**src/hdl/gwwp_pkg.sv**
```systemverilog
// ----------------------------------------------------------------------------
// gwwp_pkg
// Shared types, character codes and the screen code conversion for the
// greedy word wrap pager.
// ----------------------------------------------------------------------------
package gwwp_pkg;

   localparam int LEN_W = 6;
   localparam int ROW_W = 6;
   localparam int COL_W = 6;
   localparam int POS_W = 16;

   localparam logic [7:0] CHAR_SPACE = 8'd32;
   localparam logic [7:0] CHAR_TERM  = 8'd0;
   localparam logic [6:0] GLYPH_SPACE = 7'd32;

   // Configuration register indexes.
   localparam logic [1:0] CSR_FIRST_ROW   = 2'd0;
   localparam logic [1:0] CSR_ROW_COUNT   = 2'd1;
   localparam logic [1:0] CSR_DRAW_ENABLE = 2'd2;

   // Commands from the controller to the datapath.
   typedef struct packed {
      logic accept;
      logic fit;
      logic emit_space;
      logic emit_glyph;
      logic emit_pend;
   } gwwp_cmd_type;

   // Status from the datapath to the controller.
   typedef struct packed {
      logic full_e;
      logic is_space;
      logic is_term;
      logic wlen_zero;
      logic at_limit;
      logic fit_end;
      logic fit_col_zero;
      logic draw;
      logic term;
      logic glyph_last;
      logic out_free;
   } gwwp_status_type;

   // Lower case is folded to upper case before the range mapping.
   function automatic logic [6:0] to_screen(input logic [7:0] code);
      logic [7:0] c;
      logic [6:0] res;
      c = code;
      if (c >= 8'd97 && c <= 8'd122) begin
         c = c - 8'd32;
      end
      if (c >= 8'd64 && c <= 8'd95) begin
         res = 7'(c - 8'd64);
      end else if (c >= 8'd32 && c <= 8'd63) begin
         res = c[6:0];
      end else if (c >= 8'd96 && c <= 8'd127) begin
         res = 7'(c - 8'd32);
      end else begin
         res = GLYPH_SPACE;
      end
      return res;
   endfunction

endpackage

```
**src/hdl/gwwp_ctrl.sv**
```systemverilog
// ----------------------------------------------------------------------------
// gwwp_ctrl
// Sequencer: accepts characters, then steps the datapath through fitting a
// finished word, emitting a separating space and its glyphs and emitting the page end.
// ----------------------------------------------------------------------------
module gwwp_ctrl
   import gwwp_pkg::*;
(
   input  logic            clock,
   input  logic            reset,
   input  logic            req_valid,
   output logic            req_ready,
   input  gwwp_status_type status,
   output gwwp_cmd_type    cmd
);

   localparam logic [2:0] ST_IDLE  = 3'd0;
   localparam logic [2:0] ST_FIT   = 3'd1;
   localparam logic [2:0] ST_SPACE = 3'd2;
   localparam logic [2:0] ST_GLYPH = 3'd3;
   localparam logic [2:0] ST_PEND  = 3'd4;

   logic [2:0] state_ff, state_in;

   always_comb begin
      state_in  = state_ff;
      cmd       = '0;
      req_ready = 1'b0;
      unique case (state_ff)
         ST_IDLE: begin
            req_ready  = 1'b1;
            cmd.accept = req_valid;
            if (req_valid && !status.full_e) begin
               if (status.is_space) begin
                  if (!status.wlen_zero) state_in = ST_FIT;
               end else if (status.is_term) begin
                  state_in = status.wlen_zero ? ST_PEND : ST_FIT;
               end else if (status.wlen_zero && status.at_limit) begin
                  state_in = ST_PEND;
               end
            end
         end
         ST_FIT: begin
            cmd.fit = 1'b1;
            if (status.fit_end) begin
               state_in = ST_PEND;
            end else if (!status.draw) begin
               state_in = status.term ? ST_PEND : ST_IDLE;
            end else begin
               state_in = status.fit_col_zero ? ST_GLYPH : ST_SPACE;
            end
         end
         ST_SPACE: begin
            if (status.out_free) begin
               cmd.emit_space = 1'b1;
               state_in = ST_GLYPH;
            end
         end
         ST_GLYPH: begin
            if (status.out_free) begin
               cmd.emit_glyph = 1'b1;
               if (status.glyph_last) begin
                  state_in = status.term ? ST_PEND : ST_IDLE;
               end
            end
         end
         ST_PEND: begin
            if (status.out_free) begin
               cmd.emit_pend = 1'b1;
               state_in = ST_IDLE;
            end
         end
         default: begin
            state_in = ST_IDLE;
         end
      endcase
   end

   always_ff @(posedge clock) begin
      if (reset) begin
         state_ff <= ST_IDLE;
      end else begin
         state_ff <= state_in;
      end
   end

endmodule

```
**src/hdl/gwwp_datapath.sv**
```systemverilog
// ----------------------------------------------------------------------------
// gwwp_datapath
// Layout registers, word buffer memory, configuration registers and the
// result register of the pager.
// ----------------------------------------------------------------------------
module gwwp_datapath
   import gwwp_pkg::*;
#(
   parameter int WIDTH = 40
)
(
   input  logic               clock,
   input  logic               reset,
   input  gwwp_cmd_type       cmd,
   output gwwp_status_type    status,
   input  logic [7:0]         req_char_code,
   input  logic [POS_W-1:0]   req_position,
   input  logic               req_page_begin,
   input  logic               csr_write_enable,
   input  logic [1:0]         csr_index,
   input  logic [4:0]         csr_wdata,
   output logic               rsp_valid,
   input  logic               rsp_ready,
   output logic [ROW_W-1:0]   rsp_out_row,
   output logic [COL_W-1:0]   rsp_out_col,
   output logic [6:0]         rsp_glyph_code,
   output logic               rsp_page_end,
   output logic [POS_W-1:0]   rsp_next_index,
   output logic               rsp_last
);

   localparam int AW = $clog2(WIDTH);
   localparam logic [LEN_W:0] WIDTH_X = (LEN_W + 1)'(WIDTH);
   localparam logic [LEN_W-1:0] WIDTH_L = LEN_W'(WIDTH);

   logic [4:0]       first_row_ff, row_count_ff;
   logic             draw_ff;
   logic [ROW_W-1:0] row_ff, row_in;
   logic [COL_W-1:0] col_ff, col_in;
   logic [LEN_W-1:0] wlen_ff, wlen_in;
   logic [POS_W-1:0] start_ff, start_in;
   logic             full_ff, full_in;
   logic             term_ff, term_in;
   logic [POS_W-1:0] next_ff, next_in;
   logic [AW-1:0]    idx_ff, idx_in;
   logic [7:0]       rd_data_ff;
   logic [7:0]       word_mem [WIDTH];

   logic             rsp_valid_ff, rsp_valid_in;
   logic [ROW_W-1:0] out_row_ff, out_row_in;
   logic [COL_W-1:0] out_col_ff, out_col_in;
   logic [6:0]       code_ff, code_in;
   logic             pe_ff, pe_in;
   logic [POS_W-1:0] nidx_ff, nidx_in;
   logic             last_ff, last_in;

   logic [ROW_W-1:0] row_e, limit, row_w;
   logic [COL_W-1:0] col_e, col_w, col_adv;
   logic [LEN_W-1:0] wlen_e;
   logic             full_e, is_space, is_term, at_limit, need_wrap, fit_end;
   logic             glyph_last, store_en, out_free;

   // A page_begin character restarts the layout before it is handled.
   assign row_e  = req_page_begin ? {1'b0, first_row_ff} : row_ff;
   assign col_e  = req_page_begin ? '0 : col_ff;
   assign wlen_e = req_page_begin ? '0 : wlen_ff;
   assign full_e = req_page_begin ? 1'b0 : full_ff;

   assign limit    = {1'b0, first_row_ff} + {1'b0, row_count_ff};
   assign is_space = (req_char_code == CHAR_SPACE);
   assign is_term  = (req_char_code == CHAR_TERM);
   assign at_limit = (row_e >= limit);

   assign need_wrap = (col_ff != '0) &&
                      (({1'b0, col_ff} + (LEN_W + 1)'(1) + {1'b0, wlen_ff}) > WIDTH_X);
   assign row_w   = need_wrap ? row_ff + ROW_W'(1) : row_ff;
   assign col_w   = need_wrap ? '0 : col_ff;
   assign fit_end = (row_w >= limit);
   assign col_adv = col_w + COL_W'(col_w != '0) + wlen_ff;

   assign glyph_last = (LEN_W'(idx_ff) == wlen_ff - LEN_W'(1));
   assign out_free   = !rsp_valid_ff || rsp_ready;

   assign store_en = cmd.accept && !full_e && !is_space && !is_term &&
                     !(wlen_e == '0 && at_limit) && (wlen_e < WIDTH_L);

   always_comb begin
      status.full_e       = full_e;
      status.is_space     = is_space;
      status.is_term      = is_term;
      status.wlen_zero    = (wlen_e == '0);
      status.at_limit     = at_limit;
      status.fit_end      = fit_end;
      status.fit_col_zero = (col_w == '0);
      status.draw         = draw_ff;
      status.term         = term_ff;
      status.glyph_last   = glyph_last;
      status.out_free     = out_free;
   end

   always_comb begin
      row_in   = row_ff;
      col_in   = col_ff;
      wlen_in  = wlen_ff;
      start_in = start_ff;
      full_in  = full_ff;
      term_in  = term_ff;
      next_in  = next_ff;
      idx_in   = idx_ff;

      rsp_valid_in = rsp_ready ? 1'b0 : rsp_valid_ff;
      out_row_in   = out_row_ff;
      out_col_in   = out_col_ff;
      code_in      = code_ff;
      pe_in        = pe_ff;
      nidx_in      = nidx_ff;
      last_in      = last_ff;

      if (cmd.accept) begin
         row_in  = row_e;
         col_in  = col_e;
         wlen_in = wlen_e;
         full_in = full_e;
         term_in = is_term;
         idx_in  = '0;
         if (!full_e) begin
            if (is_term) begin
               next_in = req_position;
            end else if (!is_space) begin
               if (wlen_e == '0 && at_limit) begin
                  next_in = req_position;
               end else begin
                  if (wlen_e == '0) start_in = req_position;
                  if (wlen_e < WIDTH_L) wlen_in = wlen_e + LEN_W'(1);
               end
            end
         end
      end

      if (cmd.fit) begin
         row_in = row_w;
         col_in = col_w;
         if (fit_end) begin
            next_in = start_ff;
         end else if (!draw_ff) begin
            // Measuring only: advance the column past the word at once.
            col_in  = col_adv;
            wlen_in = '0;
         end
      end

      if (cmd.emit_space) begin
         col_in       = col_ff + COL_W'(1);
         rsp_valid_in = 1'b1;
         out_row_in   = row_ff;
         out_col_in   = col_ff;
         code_in      = GLYPH_SPACE;
         pe_in        = 1'b0;
         nidx_in      = '0;
         last_in      = 1'b0;
      end

      if (cmd.emit_glyph) begin
         col_in       = col_ff + COL_W'(1);
         idx_in       = idx_ff + AW'(1);
         rsp_valid_in = 1'b1;
         out_row_in   = row_ff;
         out_col_in   = col_ff;
         code_in      = to_screen(rd_data_ff);
         pe_in        = 1'b0;
         nidx_in      = '0;
         last_in      = glyph_last && !term_ff;
         if (glyph_last) wlen_in = '0;
      end

      if (cmd.emit_pend) begin
         full_in      = 1'b1;
         wlen_in      = '0;
         rsp_valid_in = 1'b1;
         out_row_in   = '0;
         out_col_in   = '0;
         code_in      = '0;
         pe_in        = 1'b1;
         nidx_in      = next_ff;
         last_in      = 1'b1;
      end
   end

   always_ff @(posedge clock) begin
      if (reset) begin
         first_row_ff <= 5'd14;
         row_count_ff <= 5'd7;
         draw_ff      <= 1'b1;
         row_ff       <= '0;
         col_ff       <= '0;
         wlen_ff      <= '0;
         start_ff     <= '0;
         full_ff      <= 1'b0;
         rsp_valid_ff <= 1'b0;
      end else begin
         if (csr_write_enable) begin
            unique case (csr_index)
               CSR_FIRST_ROW:   first_row_ff <= csr_wdata;
               CSR_ROW_COUNT:   row_count_ff <= csr_wdata;
               CSR_DRAW_ENABLE: draw_ff      <= csr_wdata[0];
               default: begin
               end
            endcase
         end
         row_ff       <= row_in;
         col_ff       <= col_in;
         wlen_ff      <= wlen_in;
         start_ff     <= start_in;
         full_ff      <= full_in;
         rsp_valid_ff <= rsp_valid_in;
      end
   end

   always_ff @(posedge clock) begin
      term_ff    <= term_in;
      next_ff    <= next_in;
      idx_ff     <= idx_in;
      out_row_ff <= out_row_in;
      out_col_ff <= out_col_in;
      code_ff    <= code_in;
      pe_ff      <= pe_in;
      nidx_ff    <= nidx_in;
      last_ff    <= last_in;
   end

   // Word buffer. The read address follows the next glyph index so that the
   // registered read data always belongs to the current index.
   always_ff @(posedge clock) begin
      if (store_en) begin
         word_mem[wlen_e[AW-1:0]] <= req_char_code;
      end
      rd_data_ff <= word_mem[idx_in];
   end

   assign rsp_valid       = rsp_valid_ff;
   assign rsp_out_row     = out_row_ff;
   assign rsp_out_col     = out_col_ff;
   assign rsp_glyph_code  = code_ff;
   assign rsp_page_end    = pe_ff;
   assign rsp_next_index  = nidx_ff;
   assign rsp_last        = last_ff;

endmodule

```
**src/hdl/greedy_word_wrap_pager.sv**
```systemverilog
// ----------------------------------------------------------------------------
// greedy_word_wrap_pager
// Greedy word wrap of a character stream into screen rows, with page ends.
// ----------------------------------------------------------------------------
// A character that extends a word, or a space that follows no word, is
// accepted and produces no transaction on the result side. A space or
// terminator that ends a word is accepted, then the word is fitted (wrap
// and row limit check), then the results follow one after another: an optional
// separating space plus one glyph per stored character, read one per cycle
// from the word buffer memory while the result register can take them, and
// a page end result where the page ends. With draw_enable low the word is
// measured in the fit step alone. Results wait while the result register is
// full and not taken. The next character is accepted as soon as the last
// result of the previous one has been loaded into the result register.
module greedy_word_wrap_pager
   import gwwp_pkg::*;
#(
   parameter int WIDTH = 40
)
(
   input  logic               clock,
   input  logic               reset,
   input  logic               req_valid,
   output logic               req_ready,
   input  logic [7:0]         req_char_code,
   input  logic [POS_W-1:0]   req_position,
   input  logic               req_page_begin,
   output logic               rsp_valid,
   input  logic               rsp_ready,
   output logic [ROW_W-1:0]   rsp_out_row,
   output logic [COL_W-1:0]   rsp_out_col,
   output logic [6:0]         rsp_glyph_code,
   output logic               rsp_page_end,
   output logic [POS_W-1:0]   rsp_next_index,
   output logic               rsp_last,
   input  logic               csr_write_enable,
   input  logic [1:0]         csr_index,
   input  logic [4:0]         csr_wdata
);

   gwwp_cmd_type    cmd;
   gwwp_status_type status;

   gwwp_ctrl u_ctrl (
      .clock     (clock),
      .reset     (reset),
      .req_valid (req_valid),
      .req_ready (req_ready),
      .status    (status),
      .cmd       (cmd)
   );

   gwwp_datapath #(
      .WIDTH (WIDTH)
   ) u_datapath (
      .clock            (clock),
      .reset            (reset),
      .cmd              (cmd),
      .status           (status),
      .req_char_code    (req_char_code),
      .req_position     (req_position),
      .req_page_begin   (req_page_begin),
      .csr_write_enable (csr_write_enable),
      .csr_index        (csr_index),
      .csr_wdata        (csr_wdata),
      .rsp_valid        (rsp_valid),
      .rsp_ready        (rsp_ready),
      .rsp_out_row      (rsp_out_row),
      .rsp_out_col      (rsp_out_col),
      .rsp_glyph_code   (rsp_glyph_code),
      .rsp_page_end     (rsp_page_end),
      .rsp_next_index   (rsp_next_index),
      .rsp_last         (rsp_last)
   );

endmodule
```
**config.mk**
```make
export PLATFORM = sky130hd
export DESIGN_NAME = greedy_word_wrap_pager
export DESIGN_NICKNAME = d
export VERILOG_FILES = /design/src/hdl/gwwp_pkg.sv /design/src/hdl/gwwp_ctrl.sv /design/src/hdl/gwwp_datapath.sv /design/src/hdl/greedy_word_wrap_pager.sv
export SDC_FILE = /design/constraint.sdc
export NUM_CORES = 1
export LEC_CHECK = 0
export BUFFER_PORTS_ARGS = -buffer_cell sky130_fd_sc_hd__buf_4
export CORE_MARGIN = 5
export CORE_UTILIZATION = 35
export DETAILED_ROUTE_END_ITERATION = 10
export GPL_TIMING_DRIVEN = 1
export PLACE_DENSITY = 0.62
export SYNTH_ARGS = -nofsm -noshare
export SYNTH_HDL_FRONTEND = slang
export SYNTH_SLANG_ARGS = --single-unit
```
**constraint.sdc**
```tcl
create_clock -name clock -period 10 [get_ports clock]
set_input_delay 1.5 -clock clock [delete_from_list [all_inputs] [get_ports clock]]
set_output_delay 1.5 -clock clock [all_outputs]
set_load 0.1 [all_outputs]
```
After elaboration in Yosys (flattened, before gate mapping). Memory sizes are Yosys's and may differ from the RTL's. A register that Yosys moved wholly into a read port is not among the register bits. Index checks and enable logic that the tools add are counted.

Flip-flop bits (word level): 110. Input port bits: 37. Memories: 1. Logic and storage cells: 186. Memory bits (writable): 320. Output and inout port bits: 39.

Memories: u_datapath.word_mem (words 40, width 8, read ports 1, clocked after Yosys merged registers in 1, wr ports 1, RTL line gwwp_datapath.sv:47) `logic [7:0] word_mem [WIDTH];`.

Equal/unequal tests: 15. $lt $le $gt $ge: 12. Add/subtract/negate cells: 13. Mux-type cells: 81. Reductions and logical operators: 41. Bitwise gates (word level): 4.

Operators with widths (count): 2-to-1 mux 6 bit (30); 2-to-1 mux 16 bit (10); 2-to-1 mux 3 bit (13); 2-to-1 mux 7 bit (5); adder 6 x 1 -> 6 bit, second input constant (4); greater-or-equal comparator 8 x 7 -> 1 bit, second input constant (3); less-or-equal comparator 8 x 7 -> 1 bit, second input constant (3); 2-to-1 mux 1 bit (20); 2-to-1 mux 8 bit (2); one-hot mux 3 bit (5 select lines) (1); logical AND 1 bit (13); greater-or-equal comparator 6 bit (2); logical NOT 6 bit (2); nonzero test 4 bit (3); nonzero test 6 bit (2); inequality test 2 x 1 -> 1 bit, second input constant (5); == test 8 x 6 -> 1 bit, second input constant (1); greater-or-equal comparator 8 x 6 -> 1 bit, second input constant (1); less-or-equal comparator 8 x 6 -> 1 bit, second input constant (1); logical NOT 8 bit (1); AND reduction 2 bit (4); subtractor 8 x 6 -> 8 bit, second input constant (1); adder 6 x 1 -> 7 bit, second input constant (1); adder 7 x 6 -> 7 bit (1); 26 further kinds (37).

Depth between registers and ports, before layout.
Depth after elaboration: 13. Mapped depth: 21. Mapped depth without buffers: 20.

Modules after synthesis. Synthesis repeated with hierarchy kept, for this count alone.

Cells, all modules: 1780. Area, all modules: 20035.5 µm².

Modules (own cells, without submodules): gwwp_datapath (sequential area each 12081.6 µm², times used 1, area an instance 19736.4 µm², cells an instance 1741); gwwp_ctrl (sequential area each 60.1 µm², times used 1, area an instance 299.0 µm², cells an instance 39).

Worst setup path after synthesis. OpenSTA, ideal clock, no wires.

Path type: input-to-reg. Start: in req_page_begin. End: mem u_datapath.word_mem[8][0] (enable). Buffers on the path: 2. Stages: 12. Slack: 4876 ps. Library setup time: 395 ps. Data required time: 9605 ps. Data arrival time: 4729 ps. Cells stage by stage: clkbuf_1 -> clkbuf_1 -> mux2_2 -> ha_1 -> a21o_1 -> a21oi_1 -> and2_0 -> a22o_1 -> nand2_1 -> nor2_1 -> nand3b_1 -> nor4_1.

Word-level cells in the longest chain between the ends: 9. Elaborated cells between the ends (all ways): 16. Those cells by class: 2 x order compare; 5 x mux; 9 x reduce/logical.

Ends and longest elaborated chain: from (decl) (RTL line greedy_word_wrap_pager.sv:27) `input logic req_page_begin,`; parallel branches: the longest is 9 deep, another holds greater-or-equal comparator 6 bit; to (decl) (RTL line gwwp_datapath.sv:47).

Parallel ways; which one is timed is not known.

Worst setup path after layout.
Start: reg u_datapath.wlen_ff[0]. End: reg u_ctrl.state_ff[2].

Word-level cells in the longest chain between the ends: 7. Elaborated cells between the ends (all ways): 20. Those cells by class: 2 x add/sub; 2 x order compare; 4 x eq/ne; 8 x mux; 4 x reduce/logical.

Ends and longest elaborated chain: from (decl) (RTL line gwwp_datapath.sv:40) `logic [LEN_W-1:0] wlen_ff, wlen_in;`; from (signal assigned) (RTL line gwwp_datapath.sv:212) `wlen_ff <= wlen_in;`; adder 7 x 6 -> 7 bit or 2-to-1 mux 6 bit (tied branches) (RTL line gwwp_datapath.sv:75, gwwp_datapath.sv:66); > comparator 7 x 6 -> 1 bit or logical NOT 6 bit (tied branches) (RTL line gwwp_datapath.sv:75, gwwp_datapath.sv:91); logical AND 1 bit or 2-to-1 mux 3 bit (tied branches) (RTL line gwwp_datapath.sv:74, gwwp_ctrl.sv:37); 2-to-1 mux 6 bit or 2-to-1 mux 3 bit (tied branches) (RTL line gwwp_datapath.sv:76, gwwp_ctrl.sv:36); greater-or-equal comparator 6 bit or 2-to-1 mux 3 bit (tied branches) (RTL line gwwp_datapath.sv:78, gwwp_ctrl.sv:34); 2-to-1 mux 3 bit (on tied branches) (RTL line gwwp_ctrl.sv:45, gwwp_ctrl.sv:33); one-hot mux 3 bit (5 select lines) (RTL line gwwp_ctrl.sv:29) `unique case (state_ff)`; to (signal assigned) (RTL line gwwp_ctrl.sv:83) `state_ff <= state_in;`; to (decl) (RTL line gwwp_ctrl.sv:23) `logic [2:0] state_ff, state_in;`.

Several ways; a longest one is shown, not always the timed one. The select of a mux whose other input is x is not followed. A chain may end at the register's enable or synchronous reset.

==> impl_metrics.py <==
metrics = {
    "floorplanning": {
        "die_area_mm2": 0.05935,
        "core_area_mm2": 0.05392,
        "die_h_um": 243.6,
        "rows": 85,
        "die_w_um": 243.6,
        "initial_core_util_pct": 35.43,
        "pin_count": 76,
    },
    "setup_path": {
        "start_kind": "flip-flop",
        "path_class": "flip-flop to flip-flop",
        "crit_fanout": 33,
        "slowest_delay_ps": 1020,
        "worstPathArrival_ps": 6440,
        "required_ps": 10470,
        "cp_slowest_cell": "nand2b_1",
        "critPathCaptureType": "flip-flop",
        "cp_cell_sequence": "inv_1 > ha_1 > fa_1 > nor2b_1 > o21a_1 > o21ai_0 > o2bb2ai_1 > a21oi_1 > a21oi_1 > mux2_2 > ha_1 > nand2_1 > o21ai_0 > a221oi_1 > nand2b_1 > a211oi_1 > o21a_1",
    },
    "routing": {
        "remaining_drc_errors": 0,
        "drt-pass1-iter-count": 6,
        "final_antenna_net_count": 0,
        "drtIter0Drc": 1312,
        "vias": 12908,
        "vias_per_cell": 5.405,
        "wl_per_cell_um": 20.92,
        "wl_um": 49950,
    },
    "global_routing": {
        "grt_usage_pct": 16.31,
        "grt-ovfl-total": 0,
        "grt_pass1_wl_um": 76110,
        "grt_pass1_vias": 12642,
        "antenna_found_initial": 1,
        "grt_max_degree": 78,
    },
    "synth": {
        "yosysTopAreaCellShare_pct": 52.97,
        "netlist_area_mm2": 0.01910,
        "async_flop_share_pct": 0,
        "ys_ff_latch": 438,
        "yosys.area.top_type": "edfxtp_1",
        "synth.area.top_cells": "edfxtp_1 (53%), dfxtp_1 (11%), mux2i_1 (5.2%)",
        "yosysSeqAreaShare_pct": 63.56,
        "syn_area_per_cell_um2": 11.89,
        "synth_cell_types": 76,
        "synthCells": 1606,
        "post-synth-top-count-cell": "edfxtp_1",
        "syn_nets": 1684,
        "synth_warnings": 0,
        "synth_ff_type": "edfxtp_1",
        "synth-edff-count": 337,
        "synthTopCellsByCount": "edfxtp_1 (337), nand2_1 (247), nor2_1 (153)",
    },
    "placement": {
        "placed_area_mm2": 0.02019,
        "io_buffers": 75,
        "placed_cells": 2303,
        "dpl.hpwl_um": 32270,
        "globalplace.congestion": 0.8705,
    },
    "clock_tree": {
        "clk_pin_slew_ps": 60,
        "clockBufferDepth": 3,
        "cts-resized-gates": 0,
        "cts_buffers": 45,
        "cts_tree": "yes",
        "ctsHoldBuffers": 0,
        "clkLatencyLatePin_ps": 590,
        "clock-sinks": 438,
        "postCtsSetupBuffers": 0,
        "cts_root_buf": "clkbuf_16",
        "cts.htree.levels": 2,
    },
    "run_status": {
        "status": "completed",
    },
    "min_path": {
        "hold_path_class": "flip-flop to flip-flop",
    },
    "sta": {
        "final.setup.tns_ps": 0,
        "max-slew-margin-rel_pct": 17.59,
        "post-route-period-util_pct": 59.71,
        "setup_viol": 0,
        "hold_violations": 0,
        "hold-worst-slack_ps": 461.9,
        "rsz0062_at_grt": "no",
        "slew_viol_final": 0,
        "fin_skew_ps": 21.20,
        "worstMarginPinSlew_ps": 1236,
        "fmax_mhz": 167.5,
        "fin_crit_ps": 5971,
    },
    "pwr": {
        "irDropWorstVdd_mv": 0.09867,
        "p_per_area_mw_per_mm2": 206.9,
        "p_leak_nw": 7.972,
    },
    "cells_and_area": {
        "syn_to_final_growth_pct": 13.18,
        "fillers": 4933,
        "fin_nets": 1732,
        "layoutNonFillerInstCount": 2388,
        "layout-drive-gt1-share_pct": 10.70,
        "fin_area_mm2": 0.02162,
    },
    "flow_run": {
        "cap_violations": 0,
    },
}
worst paths after layout:
path                                          startpoint                                      to  slack (ps)  cells past startpoint
setup / recovery        u_datapath.wlen_ff[0]$_SDFF_PP0_         u_ctrl.state_ff[2]$_SDFFE_PP0P_        4030                     17
hold / removal    u_datapath.rsp_out_col[5]$_SDFFE_PP0P_  u_datapath.rsp_out_col[5]$_SDFFE_PP0P_         460                      2
setup reg to reg        u_datapath.wlen_ff[0]$_SDFF_PP0_         u_ctrl.state_ff[2]$_SDFFE_PP0P_        4030                     17
hold reg to reg   u_datapath.rsp_out_col[5]$_SDFFE_PP0P_  u_datapath.rsp_out_col[5]$_SDFFE_PP0P_         460                      2
metrics by stage:
| stage | util [%] | total power [mW] | worst slack, ps |
|---|---|---|---|
| after floorplan | - | 2.673 | 4876 |
| after global placement | 37.45 | 2.867 | 4371 |
| after detailed placement | 37.45 | 2.876 | 4159 |
| after CTS | 40.10 | 4.503 | 4133 |
| after global routing | 40.10 | 4.645 | 3460 |
| final | 40.10 | 4.473 | 4029 |
state kept, by name, indices dropped and copies added, names as in the netlist, 6 cells and up:
| name | cells |
|---|---|
| u_datapath.col_ff | 6 |
| u_datapath.rsp_out_row | 6 |
| u_datapath.start_ff | 16 |
| u_datapath.row_ff | 6 |
| u_datapath.rsp_glyph_code | 7 |
| u_datapath.rsp_next_index | 16 |
| u_datapath.rd_data_ff | 8 |
| u_datapath.next_ff | 16 |
| u_datapath.word_mem | 320 |
| u_datapath.wlen_ff | 6 |
| u_datapath.idx_ff | 6 |
| u_datapath.rsp_out_col | 6 |
where the power goes:
part           switching, mW  total (mW)  internal, mW
clock                  0.696        1.63         0.937
combinational          0.490       0.690         0.200
sequential            0.0746        2.15          2.08
total                   1.26        4.47          3.21
metal layers:
metal | part of all wire [%] | vias up | global-route usage [%]
met5 | 0.15 | - | 0.8987
met1 | 41 | 6301 | 21.61
met3 | 7.8 | 87 | 3.518
li1 | - | 6015 | -
met4 | 2.8 | 2 | 5.045
met2 | 48 | 503 | 26.90
layout make-up:
type,instances,area [um^2],share of cell area [%]
Antenna cell,1,2.502,0.01157
Tap cell,696,870.8,4.028
Multi-Input combinational cell,1054,6425,29.71
Sequential cell,438,12140,56.15
Clock buffer,70,1281,5.926
Timing Repair Buffer,86,645.6,2.986
Inverter,29,111.4,0.5150
Clock inverter,14,143.9,0.6655
logic make-up after synthesis:
| kind of cell | after synthesis | synth area share, % |
|---|---|---|
| and+or+nand+nor | 590 | 13.92 |
| DFF | 438 | 63.56 |
| AOI/OAI and AO/OA | 290 | 9.726 |
| buffers and inverters | 114 | 2.882 |
| muxes | 112 | 6.111 |
| adders and majority gates | 41 | 2.843 |
| xor gates and xnor gates | 21 | 0.9628 |
cell usage in the layout (no fill, tap or decap), types with 8 or more instances in the layout:
master	count
edfxtp_1	337
nand2_1	247
nor2_1	152
a21oi_1	105
dfxtp_1	101
mux2i_1	99
buf_4	86
nand3_1	60
clkbuf_16	46
o21ai_0	38
ha_1	37
a22oi_1	27
inv_1	22
and2_1	22
clkbuf_1	20
nand4_1	19
a31oi_1	19
and3_1	17
xnor2_1	17
nor3_1	12
a221oi_1	12
a32oi_1	12
nand2b_1	11
o211ai_1	9
or3_1	9
mux2_2	9
o21a_1	8
a21o_1	8
worst max-delay path, delay by kind of cell, from the launching register on:
kind / cells / cell delay, ps
adders and majority gates: 3 / 970
and+or+nand+nor: 3 / 1230
buffers and inverters: 1 / 230
muxes: 1 / 380
AOI/OAI and AO/OA: 9 / 2420
DFF: 1 / 620
Note: power is estimated with default switching activity, not from simulation.
